### config.mk
export PLATFORM = sky130hd
export DESIGN_NAME = itra_ctrl
export DESIGN_NICKNAME = d
export VERILOG_FILES = /design/src/design/itra_pkg.sv /design/src/design/itra_ctrl.sv
export SDC_FILE = /design/constraint.sdc
export NUM_CORES = 1
export LEC_CHECK = 0
export BUFFER_PORTS_ARGS = -buffer_cell sky130_fd_sc_hd__buf_2
export CAP_MARGIN = 20
export CORE_AREA = 5 5 42 44
export CTS_BUF_LIST = sky130_fd_sc_hd__clkbuf_4 sky130_fd_sc_hd__clkbuf_8
export DETAILED_ROUTE_END_ITERATION = 8
export DIE_AREA = 0 0 47 49
export PLACE_DENSITY = 0.49
export SLEW_MARGIN = 0
export SYNTH_ARGS = -nofsm -noshare
export SYNTH_HDL_FRONTEND = slang
export SYNTH_SLANG_ARGS = --single-unit
### constraint.sdc
create_clock -name i_clk -period 1.3 [get_ports i_clk]
set_input_delay 0.13 -clock i_clk [delete_from_list [all_inputs] [get_ports i_clk]]
set_output_delay 0.13 -clock i_clk [all_outputs]
set_load 0.005 [all_outputs]
### src/design/itra_pkg.sv
`timescale 1ns / 1ps
`default_nettype none

package itra_pkg;

    localparam int DEFAULT_VALUE_WIDTH = 31;
    localparam int BASE_WIDTH          = 5;
    localparam int CHAR_WIDTH          = 7;
    localparam int DIGIT_WIDTH         = 4;
    localparam int DIV_BITS_PER_CYCLE  = 4;

    localparam logic [BASE_WIDTH-1:0]  RADIX_MIN  = 5'd2;
    localparam logic [BASE_WIDTH-1:0]  RADIX_MAX  = 5'd16;
    localparam logic [DIGIT_WIDTH-1:0] DEC_TEN    = 4'd10;
    localparam logic [CHAR_WIDTH-1:0]  ASCII_ZERO = 7'h30;
    localparam logic [CHAR_WIDTH-1:0]  ASCII_A    = 7'h41;

    typedef struct packed {
        logic load;
        logic div_step;
        logic rd;
        logic take;
    } t_cmd;

    typedef struct packed {
        logic digit_done;
        logic quot_zero;
        logic last;
    } t_sts;

    function automatic logic [BASE_WIDTH-1:0] sat_radix(input logic [BASE_WIDTH-1:0] base);
        logic [BASE_WIDTH-1:0] r;
        r = base;
        if (base < RADIX_MIN) begin
            r = RADIX_MIN;
        end else if (base > RADIX_MAX) begin
            r = RADIX_MAX;
        end
        return r;
    endfunction

    function automatic logic [CHAR_WIDTH-1:0] to_ascii(input logic [DIGIT_WIDTH-1:0] digit);
        logic [CHAR_WIDTH-1:0] c;
        if (digit < DEC_TEN) begin
            c = ASCII_ZERO + CHAR_WIDTH'(digit);
        end else begin
            c = ASCII_A + CHAR_WIDTH'(digit - DEC_TEN);
        end
        return c;
    endfunction

endpackage

`default_nettype wire

### src/design/itra_ctrl.sv
`timescale 1ns / 1ps
`default_nettype none

module itra_ctrl
    import itra_pkg::*;
(
    input  wire  i_clk,
    input  wire  i_rst_n,
    input  wire  i_in_valid,
    output logic o_in_ready,
    input  wire  i_out_ready,
    output logic o_out_valid,
    output t_cmd o_cmd,
    input  t_sts i_sts
);

    typedef enum logic [3:0] {
        S_IDLE = 4'b0001,
        S_DIV  = 4'b0010,
        S_RD   = 4'b0100,
        S_HOLD = 4'b1000
    } t_state;

    t_state r_state;
    t_state n_state;

    always_ff @(posedge i_clk) begin
        if (!i_rst_n) begin
            r_state <= S_IDLE;
        end else begin
            r_state <= n_state;
        end
    end

    always_comb begin
        n_state     = r_state;
        o_cmd       = '0;
        o_in_ready  = 1'b0;
        o_out_valid = 1'b0;
        unique case (r_state)
            S_IDLE: begin
                o_in_ready = 1'b1;
                if (i_in_valid) begin
                    o_cmd.load = 1'b1;
                    n_state    = S_DIV;
                end
            end
            S_DIV: begin
                o_cmd.div_step = 1'b1;
                if (i_sts.digit_done && i_sts.quot_zero) begin
                    n_state = S_RD;
                end
            end
            S_RD: begin
                o_cmd.rd = 1'b1;
                n_state  = S_HOLD;
            end
            S_HOLD: begin
                o_out_valid = 1'b1;
                if (i_out_ready) begin
                    o_cmd.take = 1'b1;
                    n_state    = i_sts.last ? S_IDLE : S_RD;
                end
            end
            default: begin
                n_state = S_IDLE;
            end
        endcase
    end

endmodule

`default_nettype wire

# Word-level counts from Yosys, hierarchy flattened
# Index checks and enable logic that the tools add are counted.
word_totals:
  wordCells: 23
  mem_count: 0
  mem_bits_ro: 0
  ram_bits: 0
  input_bits: 7
  output_inout_bits: 6
  latch_bits: 0
  ff_bits: 4
classes:
  shift: 0
  magnitude_cmp: 0
  reduce_logical: 2
  mux: 13
  eq_ne: 7
  n_div: 0
  add_sub_neg: 0
  bitwise_logic: 0
  mul: 0
op_table:
  columns: ["operator", "count"]
  rows:
  - ["one-hot mux 4 bit (4 select lines)", 1]
  - ["two-way mux 4 bit", 3]
  - ["two-way mux 1 bit", 8]
  - ["inequality test 2 bit (second input constant)", 3]
  - ["equality test 4 x 1 -> 1 bit (second input constant)", 1]
  - ["equality test 4 x 2 -> 1 bit (second input constant)", 1]
  - ["equality test 4 x 3 -> 1 bit (second input constant)", 1]
  - ["equality test 4 bit (second input constant)", 1]
  - ["two-way mux 3 bit", 1]
  - ["AND reduction 3 bit", 1]
  - ["logical AND 1 bit", 1]

# Longest topological paths before layout
logic_depth:
  word_depth: 3
  mapped_depth: 4

# Least setup slack after synthesis
# OpenSTA, ideal clock, no wires.
synth_timing:
  path_kind: "register to register"
  start: "register r_state[1]"
  end: "register r_state[2]"
  required_ns: 1.176
  path_stages_with_launch: 5
  period_less_slack_ns: 1.262
  t_arrival_ns: 1.138
  n_path_buf: 1
  setup_ns: 0.124
  setup_slack_ns: 0.038
  cell_sequence: "dfxtp_1 > buf_2 > nor4b_2 > a221o_1 > nor4_1"
synth_between:
  elab_chain_cells: 3
synth_rtl:
  columns: ["item", "line_no", "source"]
  rows:
  - ["from (decl)", "itra_ctrl.sv:24", "t_state r_state;"]
  - ["from (signal assigned)", "itra_ctrl.sv:31", "r_state <= n_state;"]
  - ["equality test 4 x 2 -> 1 bit (tied with other cells)", "itra_ctrl.sv:40", "unique case (r_state)"]
  - ["inequality test 2 bit (no source line)", null, null]
  - ["AND reduction 3 bit (no source line)", null, null]
# Parallel ways exist; a longest one is shown, timed or not.
# A chain may end at the register's enable or synchronous reset.

==> summary.txt <==
Cells and area
  – Max reg flops: 4
  – Area grow syn2layout: 93.83%
  – Layout cell share with drive strength beyond 1: 70.18%
  – Register bank with the most flops: r_state
  – Largest regs: r_state x4
  – Filler Cell Count: about 150
  – Ant diodes: 0
  – # nets final: 66
  – Finished Core Util: 39.29%

Timing
  – RSZ-0062 raised after global routing: yes
  – Final setup margin: -0.06617 ns
  – Final Slew Violations: 0
  – Final min period: about 1.4 ns
  – # setup viols final: 4
  – Final period util: 105.1%
  – Final Hold Fails: 0
  – Worst slew margin: ~83%
  – Worst Tran Pin Value: 0.2479 ns
  – Skew final: about 0.0025 ns
  – Fmax: between 700 and 800 MHz

Yosys
  – Area leader, netlist: dfxtp_1
  – Dominant cells by area after synthesis: dfxtp_1 (28%), nor4b_4 (8.4%), nor4_1 (6.6%), a21oi_1 (5.3%), nor4b_2 (5.3%)
  – Synth Net Count: 39
  – Ys flop type: dfxtp_1
  – Register area share after synthesis: between 20 and 30%
  – Yosys reg bits: 4
  – Post-synth top area share: around 28%
  – Most common cell in the netlist: dfxtp_1
  – Asr flop ratio synth: 0%
  – Mean Syn Cell Area: 8.876 um2
  – Yosys warns: 0
  – Post-synth EDFFs: 0
  – Most frequent cells after synthesis: dfxtp_1 (4), a21oi_1 (3), inv_1 (3), nor4_1 (3)
  – Mapped Cells: 32
  – Distinct cells, synth: 20
  – Synthesized area: ~280 um2

Clocking
  – CTS Hold Buffers Added: 0
  – CTS tree: built
  – Clock tree sinks: 4
  – CTS max path bufs: 2
  – H-tree depth: 1
  – Clock buffer count from CTS: 3
  – Root Driver: clkbuf_4
  – Worst-skew pair later-pin latency: 0.23 ns
  – Clock Pin Slew Worst Setup and Hold Paths: about 0.04 ns

Setup path
  – CP top delay family: simple AND/OR/NAND/NOR gates
  – CP max stage cell: dfxtp_4
  – CP endpoint kind: output pin
  – CP startpoint kind: flop
  – CP max stage delay: about 0.34 ns
  – Critical Path RT: between 1 and 1.5 ns
  – Crit-path cells: nor4b_4 -> buf_4 -> and2_4 -> buf_6
  – Crit path kind: flop to output pin
  – WP buf/inv: 2
  – Maximum fanout along the worst path: 3
  – Arrival @ worst endpoint: between 1 and 1.5 ns

Floorplan
  – Num ports: 13
  – Die Ht: around 49 um
  – Starting Density: about a fifth
  – Row Count: 14
  – Die width: 47 um
  – Core ar.: between 1000 and 1500 um2
  – Die ar.: roughly 2300 um2

Global route
  – Pin count of the biggest net entering global routing: 8
  – GRT Overall Usage: ~8.3%
  – Number of global-route vias before repair: approximately 290
  – GRT overflow: 0
  – Initial antenna violation count: 0
  – First-pass GRT wire length: ~1.3 mm

Power
  – Lkg Pwr: between 0.0002 and 0.00025 uW
  – Max IR drop VDD: ~0.00032 V
  – Pwr dens: around 870 nW/um2
  – Overall Power: 477.7 uW

Placed design
  – Routability cong.: 0.7307
  – HPWL after DPL: between 600 and 700 um
  – Port Buffers: 12

Drt
  – Number of vias in the routed layout: between 300 and 400
  – Number of remaining DRC errors: 0
  – Routed WL: between 800 and 900 um
  – Final ANT Viol Nets: 0
  – Drt wl/cell: ~12 um
  – Via density: ~4.5
  – TritonRoute pass-1 iters: 4
  – First DRT Iteration DRCs: 6

Outcome
  – Status: finished with violations
  – Failing checks: negative setup slack

Flow run
  – Max cap viols: 0

Min path
  – Hold Crit Class: primary input to flop
-- cell usage in the layout, fill, tap and decap left out, types with 2 or more instances in the layout --
master / count
nor4_2: 2
buf_6: 4
a21oi_1: 3
buf_2: 10
dfxtp_2: 2
clkbuf_4: 3
nor4b_4: 2
inv_1: 2
buf_4: 10
dfxtp_4: 2
nor3_1: 2
-- final timing paths --
| check | cells after the start | slack [ns] | startpoint | to |
|---|---|---|---|---|
| hold reg to reg | 2 | 0.56 | r_state[0] | r_state[3] |
| setup / recovery | 4 | -0.07 | r_state[2] | o_cmd[3] |
| hold / removal | 3 | 0.15 | i_rst_n | r_state[1] |
| setup reg to reg | 4 | 0.04 | r_state[0] | r_state[3] |
-- logic make-up after synthesis --
group,Yosys count,share of synthesized area (%)
and+or+nand+nor,14,40.08
AOI/OAI and AO/OA,7,17.18
DFF,4,28.19
buffers and inverters,6,11.45
xor gates and xnor gates,1,3.084
-- cell type report --
class                           count  area [um2]  area share, %
Multi-Input combinational cell     22       216.5          39.32
Timing Repair Buffer               25       190.2          34.55
Sequential cell                     4       90.09          16.36
Clock buffer                        3       22.52          4.091
Tap cell                           16       20.02          3.636
Inverter                            3       11.26          2.045
-- metrics by stage --
| stage | setup slack (ns) | instances | hold WS [ns] | TNS [ns] | instance area, um2 |
|---|---|---|---|---|---|
| after floorplan | 0.03807 | 32 | 0.2800 | 0 | 284.0 |
| after global placement | 0.03510 | 64 | 0.3880 | 0 | 407.9 |
| after detailed placement | 0.03145 | 64 | 0.3889 | 0 | 407.9 |
| after CTS | -0.07895 | 69 | 0.1447 | -0.1454 | 484.2 |
| after global routing | -0.1193 | 73 | 0.1529 | -0.4835 | 550.5 |
| final | -0.06617 | 73 | 0.1541 | -0.1299 | 550.5 |
-- metal layers --
metal	part of all wire [%]	vias up	wire, um	global-route usage (%)
met1	41	151	354	8.352
met4	3.6	0	31	9.677
met5	0	-	0	0
met3	5.0	2	43	2.583
li1	-	170	-	-
met2	50	7	426	11.76
-- what timing repair did --
item                                    in CTS  in global routing
endpoints found under the setup margin       6                  8
buffers inserted                             2                  4
resized for setup                           10                  8
endpoints found under the hold margin        0                  0
pin swaps                                    3                  5
-- worst min-delay path: stages --
cell	delay, ns
buf_2	0.07
inv_1	0.05
nor2_1	0.09
-- where the power goes --
part | total [uW] | switching (uW) | internal, uW
Clock | 149 | 46.4 | 103
Combinational | 190 | 73.3 | 117
Sequential | 138 | 8.61 | 129
Total | 478 | 128 | 349
Note: power is estimated with default switching activity, not from simulation.
