File: src/design/itra_pkg.sv
`timescale 1ns / 1ps
`default_nettype none

package itra_pkg;

    localparam int DEFAULT_VALUE_WIDTH = 31;
    localparam int BASE_WIDTH          = 5;
    localparam int CHAR_WIDTH          = 7;
    localparam int DIGIT_WIDTH         = 4;
    localparam int DIV_BITS_PER_CYCLE  = 4;

    localparam logic [BASE_WIDTH-1:0]  RADIX_MIN  = 5'd2;
    localparam logic [BASE_WIDTH-1:0]  RADIX_MAX  = 5'd16;
    localparam logic [DIGIT_WIDTH-1:0] DEC_TEN    = 4'd10;
    localparam logic [CHAR_WIDTH-1:0]  ASCII_ZERO = 7'h30;
    localparam logic [CHAR_WIDTH-1:0]  ASCII_A    = 7'h41;

    typedef struct packed {
        logic load;
        logic div_step;
        logic rd;
        logic take;
    } t_cmd;

    typedef struct packed {
        logic digit_done;
        logic quot_zero;
        logic last;
    } t_sts;

    function automatic logic [BASE_WIDTH-1:0] sat_radix(input logic [BASE_WIDTH-1:0] base);
        logic [BASE_WIDTH-1:0] r;
        r = base;
        if (base < RADIX_MIN) begin
            r = RADIX_MIN;
        end else if (base > RADIX_MAX) begin
            r = RADIX_MAX;
        end
        return r;
    endfunction

    function automatic logic [CHAR_WIDTH-1:0] to_ascii(input logic [DIGIT_WIDTH-1:0] digit);
        logic [CHAR_WIDTH-1:0] c;
        if (digit < DEC_TEN) begin
            c = ASCII_ZERO + CHAR_WIDTH'(digit);
        end else begin
            c = ASCII_A + CHAR_WIDTH'(digit - DEC_TEN);
        end
        return c;
    endfunction

endpackage

`default_nettype wire

File: src/design/itra_dp.sv
`timescale 1ns / 1ps
`default_nettype none

module itra_dp
    import itra_pkg::*;
#(
    parameter int VALUE_WIDTH = DEFAULT_VALUE_WIDTH
)(
    input  wire                         i_clk,
    input  wire                         i_rst_n,
    input  t_cmd                        i_cmd,
    output t_sts                        o_sts,
    input  wire [VALUE_WIDTH-1:0]       i_value,
    input  wire [BASE_WIDTH-1:0]        i_base,
    output logic [CHAR_WIDTH-1:0]       o_ascii_char,
    output logic                        o_last
);

    localparam int PADW  = ((VALUE_WIDTH + DIV_BITS_PER_CYCLE - 1) / DIV_BITS_PER_CYCLE)
                           * DIV_BITS_PER_CYCLE;
    localparam int NSTEP = PADW / DIV_BITS_PER_CYCLE;
    localparam int STEPW = $clog2(NSTEP);
    localparam int DEPTH = VALUE_WIDTH + 1;
    localparam int IDXW  = $clog2(DEPTH);
    localparam int CNTW  = $clog2(DEPTH + 1);

    logic [BASE_WIDTH-1:0]  r_radix;
    logic [PADW-1:0]        r_shift;
    logic [PADW-1:0]        n_shift;
    logic [DIGIT_WIDTH-1:0] r_rem;
    logic [DIGIT_WIDTH-1:0] n_rem;
    logic [STEPW-1:0]       r_step;
    logic [CNTW-1:0]        r_count;
    logic [IDXW-1:0]        r_idx;
    logic [DIGIT_WIDTH-1:0] r_rd_data;
    logic                   r_last;
    logic                   digit_done;

    logic [DIGIT_WIDTH-1:0] r_store [DEPTH];

    // restoring division: dividend bits leave at the top, quotient bits enter at the bottom
    always_comb begin
        logic [PADW-1:0]         sh;
        logic [DIGIT_WIDTH-1:0]  rem;
        logic [BASE_WIDTH-1:0]   t;
        logic                    qb;
        sh  = r_shift;
        rem = r_rem;
        for (int k = 0; k < DIV_BITS_PER_CYCLE; k++) begin
            t  = {rem, sh[PADW-1]};
            qb = (t >= r_radix);
            if (qb) begin
                t = t - r_radix;
            end
            sh  = {sh[PADW-2:0], qb};
            rem = t[DIGIT_WIDTH-1:0];
        end
        n_shift = sh;
        n_rem   = rem;
    end

    assign digit_done       = (r_step == STEPW'(NSTEP - 1));
    assign o_sts.digit_done = digit_done;
    assign o_sts.quot_zero  = (n_shift == '0);
    assign o_sts.last       = r_last;

    always_ff @(posedge i_clk) begin
        if (!i_rst_n) begin
            r_step  <= '0;
            r_count <= '0;
        end else if (i_cmd.load) begin
            r_step  <= '0;
            r_count <= '0;
        end else if (i_cmd.div_step) begin
            if (digit_done) begin
                r_step <= '0;
                if (r_count < CNTW'(DEPTH)) begin
                    r_count <= r_count + 1'b1;
                end
            end else begin
                r_step <= r_step + 1'b1;
            end
        end
    end

    always_ff @(posedge i_clk) begin
        if (i_cmd.load) begin
            r_radix <= sat_radix(i_base);
            r_shift <= PADW'(i_value);
            r_rem   <= '0;
        end else if (i_cmd.div_step) begin
            r_shift <= n_shift;
            r_rem   <= digit_done ? '0 : n_rem;
        end
        // index of the most recent digit = most significant one
        if (i_cmd.div_step && digit_done && r_count < CNTW'(DEPTH)) begin
            r_idx <= r_count[IDXW-1:0];
        end else if (i_cmd.take) begin
            r_idx <= r_idx - 1'b1;
        end
        if (i_cmd.rd) begin
            r_last <= (r_idx == '0);
        end
    end

    always_ff @(posedge i_clk) begin
        if (i_cmd.div_step && digit_done && r_count < CNTW'(DEPTH)) begin
            r_store[r_count[IDXW-1:0]] <= n_rem;
        end
        if (i_cmd.rd) begin
            r_rd_data <= r_store[r_idx];
        end
    end

    assign o_ascii_char = to_ascii(r_rd_data);
    assign o_last       = r_last;

endmodule

`default_nettype wire

File: config.mk
export PLATFORM = sky130hd
export DESIGN_NAME = itra_dp
export DESIGN_NICKNAME = d
export VERILOG_FILES = /design/src/design/itra_pkg.sv /design/src/design/itra_dp.sv
export SDC_FILE = /design/constraint.sdc
export NUM_CORES = 1
export LEC_CHECK = 0
export BUFFER_PORTS_ARGS = -buffer_cell sky130_fd_sc_hd__buf_2
export CAP_MARGIN = 20
export CORE_AREA = 2 2 153 95
export CTS_BUF_LIST = sky130_fd_sc_hd__clkbuf_4 sky130_fd_sc_hd__clkbuf_8
export CTS_CLUSTER_SIZE = 30
export DETAILED_ROUTE_END_ITERATION = 6
export DIE_AREA = 0 0 155 97
export PLACE_DENSITY_LB_ADDON = 0.3
export SYNTH_ARGS = -nofsm -noshare
export SYNTH_HDL_FRONTEND = slang
export SYNTH_SLANG_ARGS = --single-unit
File: constraint.sdc
create_clock -name i_clk -period 19.54 [get_ports i_clk]
set_input_delay 3.908 -clock i_clk [delete_from_list [all_inputs] [get_ports i_clk]]
set_output_delay 3.908 -clock i_clk [all_outputs]
set_load 0.03 [all_outputs]
Word level (Yosys, flattened, before mapping)

Memories as Yosys holds them, arrays and structs flattened. A register that Yosys moved wholly into a read port is not among the register bits.
Index checks and enable logic that the tools add are counted.

$add $sub $neg: 10
$mul: 0
Div/mod/pow operators: 0
Magnitude comparators: 8
Equal/unequal tests: 1
Shift operators: 0
Muxes and demuxes: 14
Bitwise logic cells: 1
Reductions and logical operators: 9

Operators with widths:

| operator              | number |
|---|---|
| $mux W31              | 2 |
| $logic_not A32 Y1     | 1 |
| $ge A5 B5 Y1          | 4 |
| $mux W4               | 5 |
| $sub A4 B4 Y4         | 4 |
| $mux W5               | 3 |
| $add A6 B4 Y7 const A | 1 |
| $add A7 B7 Y7 const A | 1 |
| $mux W7               | 1 |
| $add A6 B1 Y6 const B | 1 |
| $lt A6 B6 Y1 const B  | 1 |
| $gt A5 B5 Y1 const B  | 1 |
| $logic_not A5 Y1      | 1 |
| $lt A5 B2 Y1 const B  | 1 |
| $sub A4 B4 Y5 const B | 1 |
| $sub A5 B1 Y5 const B | 1 |
| $lt A4 B4 Y1 const B  | 1 |
| $reduce_bool A2 Y1    | 2 |
| $reduce_or A2 Y1      | 2 |
| $add A3 B1 Y3 const B | 1 |
| $eq A3 B3 Y1 const B  | 1 |
| $mux W3               | 1 |
| $reduce_and A3 Y1     | 1 |
| $logic_and A1 B1 Y1   | 2 |
| other kinds (2)       | 3 |

Bits in registers: 56
Latch bits: 0
Memory bits (writable): 128
Bits in read-only memories: 0
Input bits: 42
Output and inout bits: 11
Logic and storage cells: 53
Memories: 1

Memory list:

| memory  | depth | width | rd ports | clocked after memory_dff | wr ports | RTL line      | source |
|---|---|---|---|---|---|---|---|
| r_store | 32    | 4     | 1        | 1                        | 1        | itra_dp.sv:39 | `logic [DIGIT_WIDTH-1:0] r_store [DEPTH];` |

Longest topological paths before layout

Gate-level depths: netlist (run 1).

Depth after elaboration: 9
Depth in mapped cells: 26
Gate-level depth less buffers: 25

Least setup slack after synthesis (run 1)

OpenSTA, ideal clock, no wires.

Path kind: register to output
From: register r_radix[1]
To: output port o_sts[1] in the netlist's numbering
Arrival: 5.809 ns
Required time: 15.632 ns
Path slack: 9.823 ns
Cell stages (with the launch flop): 23
Path buffers: 1
Cells stage by stage: edfxtp_1 -> inv_1 -> ha_1 -> nand2_1 -> o21a_1 -> o21ai_1 -> mux2_2 -> ha_1 -> a21oi_1 -> o21ai_0 -> and4b_1 -> nor4_2 -> inv_1 -> ha_1 -> a31oi_1 -> o21ai_2 -> mux2i_1 -> ha_1 -> a21o_1 -> a31oi_1 -> o21ai_0 -> clkbuf_1 -> nor4_1

RTL lines:

| element                | RTL line      | source |
|---|---|---|
| start, declared        | itra_dp.sv:27 | `logic [BASE_WIDTH-1:0] r_radix;` |
| start signal, assigned | itra_dp.sv:88 | `r_radix <= sat_radix(i_base);` |
| end, declared          | itra_dp.sv:12 | `output t_sts o_sts,` |

==> out/qor.yml, run 1 <==
sta:
  finalSetupViolCount: 0
  fin_setup_tns_ns: 0
  slew_headroom_pct: 35.4
  period_needed_ns: 10.57
  slew_viol_final: 0
  fmax_mhz: 94.6
  min_period_over_period_pct: 54.1
  worst_pin_slew_ns: 0.949
  fin_skew_ns: 0.0144
  rsz0062_at_grt: "no"
  layout_setup_ws_ns: 8.97
  hold_violations: 0
layout:
  area_growth_pct: 9.87
  multiInputGateArea_um2: 3030
  diodes: 0
  nFillCells: 858
  ff_latch_area_um2: 5510
  num-nets-final: 689
  drive_gt1_share_pct: 28.7
synthesis:
  async_flop_share_pct: 0
  synth_fa_ha_area_share_pct: 5.50
  synth.largest_area_cell: "edfxtp_1"
  netlist.area_leader.share_pct: 59.8
  yosysMostFrequentCell: "edfxtp_1"
  ys_seq_area_share_pct: 63.0
  synth_area_leaders: "edfxtp_1 (60%), mux4_2 (10%), mux2_2 (5.3%)"
  synth_edf_count: 174
  synth_seq_cells: 188
  syn-num-nets: 638
  synth_top_family_by_area: "multiplexers"
  yosys-mux-area-fraction_pct: 16.6
  synthXorXnorAreaFrac_pct: 1.70
  synth-compound-area-share_pct: 3.58
  avgSynthCellArea_um2: 15.6
  synthCells: 560
  ys_top_cells_by_count: "edfxtp_1 (174), nor2_1 (60), mux2_2 (41), mux4_2 (40), ha_1 (32)"
  synth_area_um2: 8740
  yosysWarnings: 0
  synth_flop_cell: "edfxtp_1"
  synth_cell_types: 46
  yosys.area_share.simple_pct: 7.03
worst_setup_path:
  cp_max_fo: 11
  regToRegSetupSlack_ns: 12.63
  cpMostUsedCell: "ha_1"
  ff2ff_path_depth: 23
  slowest_delay_ns: 0.49
  cp.arrival_ns: 6.66
  cp_slowest_cell: "nor4_2"
  crit_type: "register to output port"
  cp-end-kind: "output port"
  required_ns: 15.63
  crit_chain: "inv_1 > ha_1 > nand2_1 > o21a_1 > o21ai_1 > mux2_2 > ha_1 > a21oi_1 > o21ai_0 > and4b_1 > nor4_2 > inv_1 > ha_1 > a31oi_1 > o21ai_2 > mux2i_1 > ha_1 > a21o_1 > a31oi_1 > o21ai_0 > buf_4 > nor4_1 > buf_2"
  startpoint_type: "register"
floorplan:
  fp.dieH_um: 97
  core-area_um2: 13500
  io-pin-count: 53
  dieWidth_um: 155
  std_cell_rows: 33
  start_util_pct: 64.7
  die_area_um2: 15000
min_path:
  min_delay_path_depth: 2
  hold_path_class: "register to register"
global_route:
  overflow: 0
  grt_pass1_vias: 5106
  grt_antenna_before_repair: 0
  grt_usage_pct: 25.3
  grt_max_degree: 41
  grt_pass1_wl_mm: 28.2
cts:
  clock_path_buffers: 2
  postCtsResizedCells: 0
  clkTransAtPathRegs_ns: 0.10
  cts_tree: "yes"
  cts-root-buf: "clkbuf_8"
  clock_sinks: 188
  cts_setup_buffers: 0
  cts-buffers-inserted: 17
  h-tree-depth: 4
  cts_hold_buf: 0
  insertion_delay_ns: 0.46
route:
  drtAntennaViolNets: 0
  drc: 0
  via_per_inst: 6.26
  dr.pass1.iters: 5
  routedWlPerCell_um: 22.6
  routed_wl_mm: 18.0
  drt-initial-drc-count: 590
  num_vias: 5001
place:
  dp_worst_setup_slack_ns: 9.54
  io_buffers: 52
  place.gp.congestion: 0.864
  hpwl_mm: 12.5
pwr:
  vdd.ir_drop.worst_uv: 233
  leakagePower_nw: 3.38
  power.total_w: 0.00165
  power.density_nw_per_um2: 172
job:
  drv_cap: 0
outcome:
  status: "finished clean"
sequential cells by signal, indices dropped and copies added, names as in the netlist:
signal	flops
r_store	128
r_shift	32
r_count	6
r_idx	5
r_radix	5
r_rd_data	4
r_rem	4
r_step	3
o_last	1
layer usage:
layer  vias up  wire [µm]  GRT usage (%)
met5         -          0              0
met4         0        236           6.98
met3        28       1460           6.23
met2       229       8010           36.2
met1      2500       8330           39.3
li1       2244          -              -
through the flow:
stage	hold slack (ns)	utilization (%)	area [µm²]	instances
after floorplan	0.446	-	8740	560
after global placement	0.462	67.7	9140	766
after detailed placement	0.501	67.7	9140	766
after CTS	0.515	70.9	9570	798
after global routing	0.552	71.1	9600	799
final	0.521	71.1	9600	799
cells in the final DEF, fill, tap and decap left out, drive strengths merged, types with 9 or more instances in the layout:
cell type,count
a21oi,17
buf,58
clkbuf,18
dfxtp,14
edfxtp,174
ha,32
inv,29
mux2,41
mux2i,9
mux4,40
nand2,25
nor2,60
nor4,10
o21ai,12
xnor2,10
final cells by class:
class / instances / area share (%)
Tap cell: 175 / 2.28
Clock inverter: 14 / 1.88
Timing Repair Buffer: 58 / 3.39
Sequential cell: 188 / 57.4
Inverter: 24 / 0.939
Clock buffer: 18 / 2.58
Multi-Input combinational cell: 322 / 31.6
worst max-delay path: cells and delay by family (launching register included):
kind | cells | cell delay (ns)
fa+ha+maj | 4 | 1.30
simple gates | 4 | 1.06
mux | 2 | 0.66
compound gates | 9 | 1.95
flops | 1 | 0.47
buf+inv | 4 | 0.75
power breakdown:
part / switching, W / internal [W] / total (W)
clock network: 0.000141 / 0.000132 / 0.000273
logic: 0.000442 / 0.000191 / 0.000633
registers: 0.0000160 / 0.000727 / 0.000743
logic make-up (layout without fill, tap and decap cells):
family / count (synthesis) / after routing
AND/OR/NAND/NOR: 129 / 129
multiplexers: 90 / 90
XOR/XNOR: 17 / 17
buffers and inverters: 50 / 114
AO/OA/AOI/OAI: 50 / 50
adder cells (fa/ha/maj): 36 / 36
flip-flops: 188 / 188
final timing paths:
| kind | startpoint | to |
|---|---|---|
| min | r_count[5] | r_count[5] |
| max | r_radix[1] | o_sts[1] |
| max reg2reg | r_radix[1] | r_store[28][3] |
| min reg2reg | r_count[5] | r_count[5] |
(Power assumes the default switching activity.)
==> run 2, diff against run 1 <==
--- a/config.mk
+++ b/config.mk
@@ -5,13 +5,14 @@
 export SDC_FILE = /design/constraint.sdc
 export NUM_CORES = 1
 export LEC_CHECK = 0
+export ABC_AREA = 1
 export BUFFER_PORTS_ARGS = -buffer_cell sky130_fd_sc_hd__buf_2
 export CAP_MARGIN = 20
-export CORE_AREA = 2 2 153 95
+export CORE_AREA = 2 2 157 98
 export CTS_BUF_LIST = sky130_fd_sc_hd__clkbuf_4 sky130_fd_sc_hd__clkbuf_8
 export CTS_CLUSTER_SIZE = 30
 export DETAILED_ROUTE_END_ITERATION = 6
-export DIE_AREA = 0 0 155 97
+export DIE_AREA = 0 0 159 100
 export PLACE_DENSITY_LB_ADDON = 0.3
 export SYNTH_ARGS = -nofsm -noshare
 export SYNTH_HDL_FRONTEND = slang
==> constraint.sdc (replaced) <==
create_clock -name i_clk -period 10.7 [get_ports i_clk]
set_input_delay 2.14 -clock i_clk [delete_from_list [all_inputs] [get_ports i_clk]]
set_output_delay 2.14 -clock i_clk [all_outputs]
set_load 0.03 [all_outputs]
==> run 2 against run 1 <==
Final cell count rose by 40%. Via count rose by 29%. Critical path depth rose by 8. Largest cell class unchanged.
==> out/qor.yml, run 2 <==
outcome:
  status: "finished clean"  # unchanged
layout:
  num-nets-final: 981  # was 689
  area_growth_pct: 9.78  # was 9.87%
  final_common_cell: "nand2_1"  # was edfxtp_1
  instances_no_fill: 1119  # was 799
  nFillCells: 1156  # was 858
  drive_gt1_share_pct: 12.7  # was 28.7%
  fin_area_um2: 9820  # was 9600 µm²
  final_cell_mix: "nand2_1 (189), edfxtp_1 (174), nor2_1 (105)"  # was edfxtp_1 (174), nor2_1 (60), buf_2 (52)
  largest_register_ffs: 128  # unchanged
  diodes: 0  # unchanged
pwr:
  p_comb_share_pct: 44.8  # was 38.4%
  power.density_nw_per_um2: 366  # was 172 nW/µm²
  p_int_w: 0.00218  # was 0.00105 W
  netSwitchingFraction_pct: 39.4  # was 36.3%
  leakagePower_nw: 3.79  # was 3.38 nW
  vdd.ir_drop.worst_uv: 563  # was 233 µV
  power.total_w: 0.00359  # was 0.00165 W
  p_seq_share_pct: 41.6  # was 45.0%
  power_switching_w: 0.00142  # was 0.000599 W
  pwr-share-clk_pct: 13.6  # was 16.6%
worst_setup_path:
  cpMostUsedCell: "nand2_1"  # was ha_1
  slowest_delay_ns: 0.47  # was 0.49 ns
  crit_type: "register to output port"  # unchanged
  cp-end-kind: "output port"  # unchanged
  startpoint_type: "register"  # unchanged
  regToRegSetupSlack_ns: 4.67  # was 12.63 ns
  crit_family: "simple AND/OR/NAND/NOR gates"  # was compound AO/OA/AOI/OAI gates
  ff2ff_path_depth: 31  # was 23
  required_ns: 8.56  # was 15.63 ns
  reg2reg_from: "r_radix[1]"  # unchanged
  reg2reg_to: "r_store[19][1]"  # was r_store[28][3]
  crit_path_start: "r_radix[1]"  # unchanged
  cp_max_fo: 9  # was 11
  cp.arrival_ns: 6.03  # was 6.66 ns
  critPathBufInv: 5  # was 4
  cp_slowest_cell: "edfxtp_1"  # was nor4_2
synthesis:
  synth_flop_cell: "edfxtp_1"  # unchanged
  netlist.area_leader.share_pct: 58.4  # was 59.8%
  avgSynthCellArea_um2: 10.4  # was 15.6 µm²
  synth_cell_types: 40  # was 46
  synthCells: 858  # was 560
  async_flop_share_pct: 0  # unchanged
  ys_top_cells_by_count: "nand2_1 (189), edfxtp_1 (174), nor2_1 (105), o21ai_0 (73), inv_1 (58)"  # was edfxtp_1 (174), nor2_1 (60), mux2_2 (41), mux4_2 (40), ha_1 (32)
  synth_area_leaders: "edfxtp_1 (58%), nand2_1 (7.9%), ha_1 (4.5%)"  # was edfxtp_1 (60%), mux4_2 (10%), mux2_2 (5.3%)
  yosysMostFrequentCell: "nand2_1"  # was edfxtp_1
  synth_seq_cells: 188  # unchanged
  synth_area_um2: 8940  # was 8740 µm²
  synth.largest_area_cell: "edfxtp_1"  # unchanged
  yosysWarnings: 0  # unchanged
  synth_edf_count: 174  # unchanged
  syn-num-nets: 936  # was 638
  ys_seq_area_share_pct: 61.6  # was 63.0%
sta:
  worst_pin_slew_ns: 0.803  # was 0.949 ns
  fin_skew_ns: 0.0161  # was 0.0144 ns
  finalSetupViolCount: 0  # unchanged
  fmax_mhz: 122
  slew_headroom_pct: 46.4  # was 35.4%
  slew_viol_final: 0  # unchanged
  period_needed_ns: 8.17
  hold_violations: 0  # unchanged
  rsz0062_at_grt: "no"  # unchanged
  fin_setup_tns_ns: 0  # unchanged
  min_period_over_period_pct: 76.3
floorplan:
  core-area_um2: 14700  # was 13500 µm²
  fp.dieH_um: 100  # was 97 µm
  die_area_um2: 15900  # was 15000 µm²
  dieWidth_um: 159  # was 155 µm
  io-pin-count: 53  # unchanged
  start_util_pct: 60.8  # was 64.7%
  std_cell_rows: 35  # was 33
route:
  drc: 0  # unchanged
  via_per_inst: 5.75  # was 6.26
  num_vias: 6438  # was 5001
  dr.pass1.iters: 6  # was 5
  drtAntennaViolNets: 0  # unchanged
  drt-initial-drc-count: 883  # was 590
  routed_wl_mm: 20.3  # was 18.0 mm
  routedWlPerCell_um: 18.1  # was 22.6 µm
cts:
  h-tree-depth: 4  # unchanged
  postCtsResizedCells: 0  # unchanged
  clkTransAtPathRegs_ns: 0.10  # about the same
  clock_path_buffers: 2  # unchanged
  cts_hold_buf: 0  # unchanged
  cts-root-buf: "clkbuf_8"  # unchanged
  cts_setup_buffers: 0  # unchanged
  cts-buffers-inserted: 17  # unchanged
  cts_tree: "yes"  # unchanged
  clock_sinks: 188  # unchanged
  insertion_delay_ns: 0.47  # was 0.46 ns
global_route:
  grt_pass1_wl_mm: 31.8  # was 28.2 mm
  grt_pass1_vias: 5962  # was 5106
  grt_antenna_before_repair: 0  # unchanged
  grt_usage_pct: 26.2  # was 25.3%
  grt_max_degree: 60  # was 41
  overflow: 0  # unchanged
min_path:
  hold_start: "r_step[2]"  # was r_count[5]
  min_delay_path_depth: 2  # unchanged
  min_to: "r_step[2]"  # was r_count[5]
  hold_path_class: "register to register"  # unchanged
place:
  io_buffers: 52  # unchanged
  dpl.cell_count: 1083  # was 766
  place.gp.congestion: 0.947  # was 0.864
  hpwl_mm: 13.5  # was 12.5 mm
  place_area_um2: 9310  # was 9140 µm²
job:
  drv_cap: 0  # unchanged
[run 2: changes by cell type after synthesis, moves of 9 or more]
cell      previous run  this run
mux2i_1              9         0
mux2_2              41         0
inv_1               24        58
o22ai_1              0        20
nand3_1              4        20
o21ai_1              2        11
mux4_2              40         0
nand2_1             25       189
o221ai_1             0        11
nor2_1              60       105
buf_2                0        13
a21oi_1             17        33
o21ai_0              9        73
[run 2: power groups by stage]
stage	clock (W)	combinational (W)	sequential, W
2_1_floorplan	0	0.000836	0.00152
3_3_place_gp	0	0.00129	0.00155
3_5_place_dp	0	0.00133	0.00155
4_1_cts	0.000487	0.00133	0.00153
5_1_grt	0.000513	0.00175	0.00150
6_report	0.000488	0.00161	0.00150
[run 2: final cells by class]
type                            count  area [µm²]  area share, %
Timing Repair Buffer               60         385           3.93
Clock inverter                     15         178           1.81
Inverter                           68         255           2.60
Tap cell                          203         254           2.59
Multi-Input combinational cell    568        3010           30.6
Sequential cell                   188        5510           56.1
Clock buffer                       17         234           2.38
[run 2: how the worst max path moves through the flow]
stage	depth (start not counted)	endpoint	slack, ns
2_1_floorplan	30	o_sts[1]	3.55
3_3_place_gp	30	o_sts[1]	3.36
3_5_place_dp	31	o_sts[1]	3.06
4_1_cts	31	o_sts[1]	2.54
5_1_grt	31	o_sts[1]	2.01
6_report	31	o_sts[1]	2.53
[run 2: logic make-up (layout without fill, tap and decap cells)]
| logic type | count (synthesis) | in the layout | share of synthesized area, % |
|---|---|---|---|
| AOI/OAI and AO/OA | 163 | 163 | 10.3 |
| DFF | 188 | 188 | 61.6 |
| adders and majority gates | 36 | 36 | 5.37 |
| buffers and inverters | 102 | 160 | 4.87 |
| and+or+nand+nor | 357 | 357 | 16.8 |
| xor gates and xnor gates | 12 | 12 | 1.18 |
[run 2: per-stage QoR]
step                      setup WS, ns  hold WS [ns]  utilization (%)
after floorplan                   3.55         0.430                -
after global placement            3.36         0.453             63.3
after detailed placement          3.06         0.471             63.3
after CTS                         2.54         0.484             66.1
after global routing              2.01         0.515             66.7
final                             2.53         0.479             66.7
[run 2: worst reg2reg max path, delay by kind of cell, from the launching register on]
family / cells / cell delay, ns
fa+ha+maj: 4 / 1.25
buf+inv: 5 / 0.78
flops: 1 / 0.47
simple gates: 17 / 2.06
compound gates: 5 / 1.31
[run 2: layer usage]
layer | part of all wire [%] | global-route usage, %
met5 | 0 | 0
met4 | 0.90 | 5.94
met3 | 12 | 8.18
met2 | 40 | 34.5
met1 | 48 | 42.0
==> run 3, diff against run 2 <==
--- a/config.mk
+++ b/config.mk
@@ -5,14 +5,14 @@
 export SDC_FILE = /design/constraint.sdc
 export NUM_CORES = 1
 export LEC_CHECK = 0
-export ABC_AREA = 1
+export ABC_AREA = 0
 export BUFFER_PORTS_ARGS = -buffer_cell sky130_fd_sc_hd__buf_2
 export CAP_MARGIN = 20
-export CORE_AREA = 2 2 157 98
+export CORE_AREA = 2 2 156 97
 export CTS_BUF_LIST = sky130_fd_sc_hd__clkbuf_4 sky130_fd_sc_hd__clkbuf_8
 export CTS_CLUSTER_SIZE = 30
 export DETAILED_ROUTE_END_ITERATION = 6
-export DIE_AREA = 0 0 159 100
+export DIE_AREA = 0 0 158 99
 export PLACE_DENSITY_LB_ADDON = 0.3
 export SYNTH_ARGS = -nofsm -noshare
 export SYNTH_HDL_FRONTEND = slang
==> constraint.sdc (replaced) <==
create_clock -name i_clk -period 8.2 [get_ports i_clk]
set_input_delay 1.64 -clock i_clk [delete_from_list [all_inputs] [get_ports i_clk]]
set_output_delay 1.64 -clock i_clk [all_outputs]
set_load 0.03 [all_outputs]
==> run 3 against run 2 <==
Via count fell by 22%. Clock skew is 0.0028 ns lower. Die area fell by 1.6%.
==> out/qor.yml, run 3 (synthesis results as in run 1) <==
outcome:
  status: "finished clean"  # unchanged
worst_setup_path:
  ff2ff_path_depth: 23  # was 31
  cp-end-kind: "output port"  # unchanged
  required_ns: 6.56  # was 8.56 ns
  crit_type: "register to output port"  # unchanged
  reg2reg_from: "r_radix[1]"  # unchanged
  reg2reg_to: "r_rem[1]"  # was r_store[19][1]
  startpoint_type: "register"  # unchanged
  regToRegSetupSlack_ns: 1.74  # was 4.67 ns
  cp_max_fo: 9  # unchanged
  cp.arrival_ns: 6.30  # was 6.03 ns
route:
  drc: 0  # unchanged
  drtAntennaViolNets: 0  # unchanged
  num_vias: 5041  # was 6438
  dr.pass1.iters: 5  # was 6
  routed_wl_mm: 18.5  # was 20.3 mm
  routedWlPerCell_um: 22.5  # was 18.1 µm
  drt-initial-drc-count: 616  # was 883
  via_per_inst: 6.11  # was 5.75
floorplan:
  die_area_um2: 15600  # was 15900 µm²
  start_util_pct: 61.5  # was 60.8%
  dieWidth_um: 158  # was 159 µm
  fp.dieH_um: 99  # was 100 µm
  std_cell_rows: 34  # was 35
  io-pin-count: 53  # unchanged
  core-area_um2: 14200  # was 14700 µm²
cts:
  cts-buffers-inserted: 17  # unchanged
  cts_tree: "yes"  # unchanged
  clkTransAtPathRegs_ns: 0.10  # about the same
  h-tree-depth: 4  # unchanged
  cts-root-buf: "clkbuf_8"  # unchanged
  insertion_delay_ns: 0.45  # was 0.47 ns
  clock_path_buffers: 2  # unchanged
  clock_sinks: 188  # unchanged
place:
  place.gp.congestion: 0.888  # was 0.947
  io_buffers: 52  # unchanged
  dpl.cell_count: 791  # was 1083
  dp_worst_setup_slack_ns: 0.539  # was 3.06 ns
  hpwl_mm: 12.6  # was 13.5 mm
global_route:
  grt_usage_pct: 24.9  # was 26.2%
  grt_pass1_vias: 5015  # was 5962
  grt_antenna_before_repair: 0  # unchanged
  grt_pass1_wl_mm: 28.4  # was 31.8 mm
  overflow: 0  # unchanged
  grt_max_degree: 41  # was 60
layout:
  instances_no_fill: 825  # was 1119
  ff_latch_area_um2: 5510  # unchanged
  num-nets-final: 692  # was 981
  diodes: 0  # unchanged
  drive_gt1_share_pct: 29.8  # was 12.7%
  largest_register_ffs: 128  # unchanged
  nFillCells: 930  # was 1156
  final_common_cell: "edfxtp_1"  # was nand2_1
  final_cell_mix: "edfxtp_1 (174), nor2_1 (60), buf_2 (52)"  # was nand2_1 (189), edfxtp_1 (174), nor2_1 (105)
  multiInputGateArea_um2: 3060  # was 3010 µm²
  area_growth_pct: 11.3  # was 9.78%
sta:
  slew_headroom_pct: 38.7  # was 46.4%
  finalSetupViolCount: 0  # unchanged
  worst_pin_slew_ns: 0.919  # was 0.803 ns
  fin_skew_ns: 0.0134  # was 0.0161 ns
  fin_setup_tns_ns: 0  # unchanged
  min_period_over_period_pct: 96.8
  layout_setup_ws_ns: 0.265  # was 2.53 ns
  fmax_mhz: 126
  period_needed_ns: 7.94
  slew_viol_final: 0  # unchanged
  hold_violations: 0  # unchanged
pwr:
  p_seq_share_pct: 43.6  # was 41.6%
  p_int_w: 0.00259  # was 0.00218 W
  leakagePower_nw: 3.44  # was 3.79 nW
  power_switching_w: 0.00145  # was 0.00142 W
  pwr-share-clk_pct: 17.6  # was 13.6%
  vdd.ir_drop.worst_uv: 398  # was 563 µV
  power.density_nw_per_um2: 415  # was 366 nW/µm²
  netSwitchingFraction_pct: 35.8  # was 39.4%
  p_comb_share_pct: 38.8  # was 44.8%
min_path:
  hold_path_class: "register to register"  # unchanged
  min_delay_path_depth: 2  # unchanged
  min_to: "r_step[1]"  # was r_step[2]
  hold_start: "r_step[1]"  # was r_step[2]
job:
  drv_cap: 0  # unchanged
## run 3: cell count changes in the layout (fill, tap and decap cells not counted), sizes merged, moves of 16 or more
cell,before,now
nand2,195,25
o21ai,84,12
nor2,109,60
inv,72,27
mux2,0,41
mux4,0,40
nand3,24,4
o22ai,20,0
a21oi,33,17
## run 3: repair_timing
item / 4_1_cts / 5_1_grt
setup buffers: 0 / 1
endpoints found under the setup margin: 0 / 1
resized for setup: 0 / 9
hold buffers: 0 / 0
## run 3: layout make-up
cell class	instances	area share, %
clock inverters	13	2.17
clock buffers	19	2.69
inverters	24	0.926
flip-flops and latches	188	56.6
repair buffers	61	3.58
multi-input cells	322	31.5
well taps	198	2.55
## run 3: critical path, stage by stage, from the launching register on
cell	delay, ns
edfxtp_1	0.46
inv_1	0.20
ha_1	0.37
nand2_1	0.08
o21a_1	0.20
o21ai_2	0.26
mux2_2	0.39
ha_1	0.34
a21oi_1	0.19
o21ai_0	0.17
and4b_1	0.27
nor4_4	0.39
inv_1	0.09
ha_1	0.31
a31oi_1	0.12
o21ai_4	0.31
mux2i_1	0.26
ha_1	0.30
a21o_1	0.20
a31oi_1	0.13
o21ai_0	0.15
nor4_2	0.37
buf_2	0.27
## run 3: metal layers
metal  wire [µm]  vias up  global-route usage (%)
met2        8110      228                    35.5
met3        1570       19                    5.58
met4         158        0                    5.75
met5           0        -                       0
li1            -     2245                       -
met1        8700     2549                    39.7
## run 3: worst max-delay path by stage
stage / end / slack (ns) / start
final: o_sts[1] / 0.26 / r_radix[1]
after CTS: o_sts[1] / 0.01 / r_radix[1]
after global placement: o_sts[1] / 0.73 / r_radix[1]
after detailed placement: o_sts[1] / 0.54 / r_radix[1]
after global routing: o_sts[1] / -0.04 / r_radix[1]
after floorplan: o_sts[1] / 0.75 / r_radix[1]
## run 3: through the flow
step	hold WS, ns	area, µm²	total power [W]	utilization (%)
final	0.517	9730	0.00404	68.4
after global routing	0.559	9730	0.00422	68.4
after CTS	0.521	9650	0.00399	67.9
after detailed placement	0.501	9180	0.00329	64.6
after global placement	0.459	9180	0.00319	64.6
after floorplan	0.446	8740	0.00269	-
## run 3: power by group through the flow
stage	registers, W	logic, W	clock network, W
2_1_floorplan	0.00179	0.000906	0
3_3_place_gp	0.00178	0.00141	0
3_5_place_dp	0.00178	0.00150	0
4_1_cts	0.00176	0.00152	0.000713
5_1_grt	0.00177	0.00169	0.000753
6_report	0.00176	0.00157	0.000712
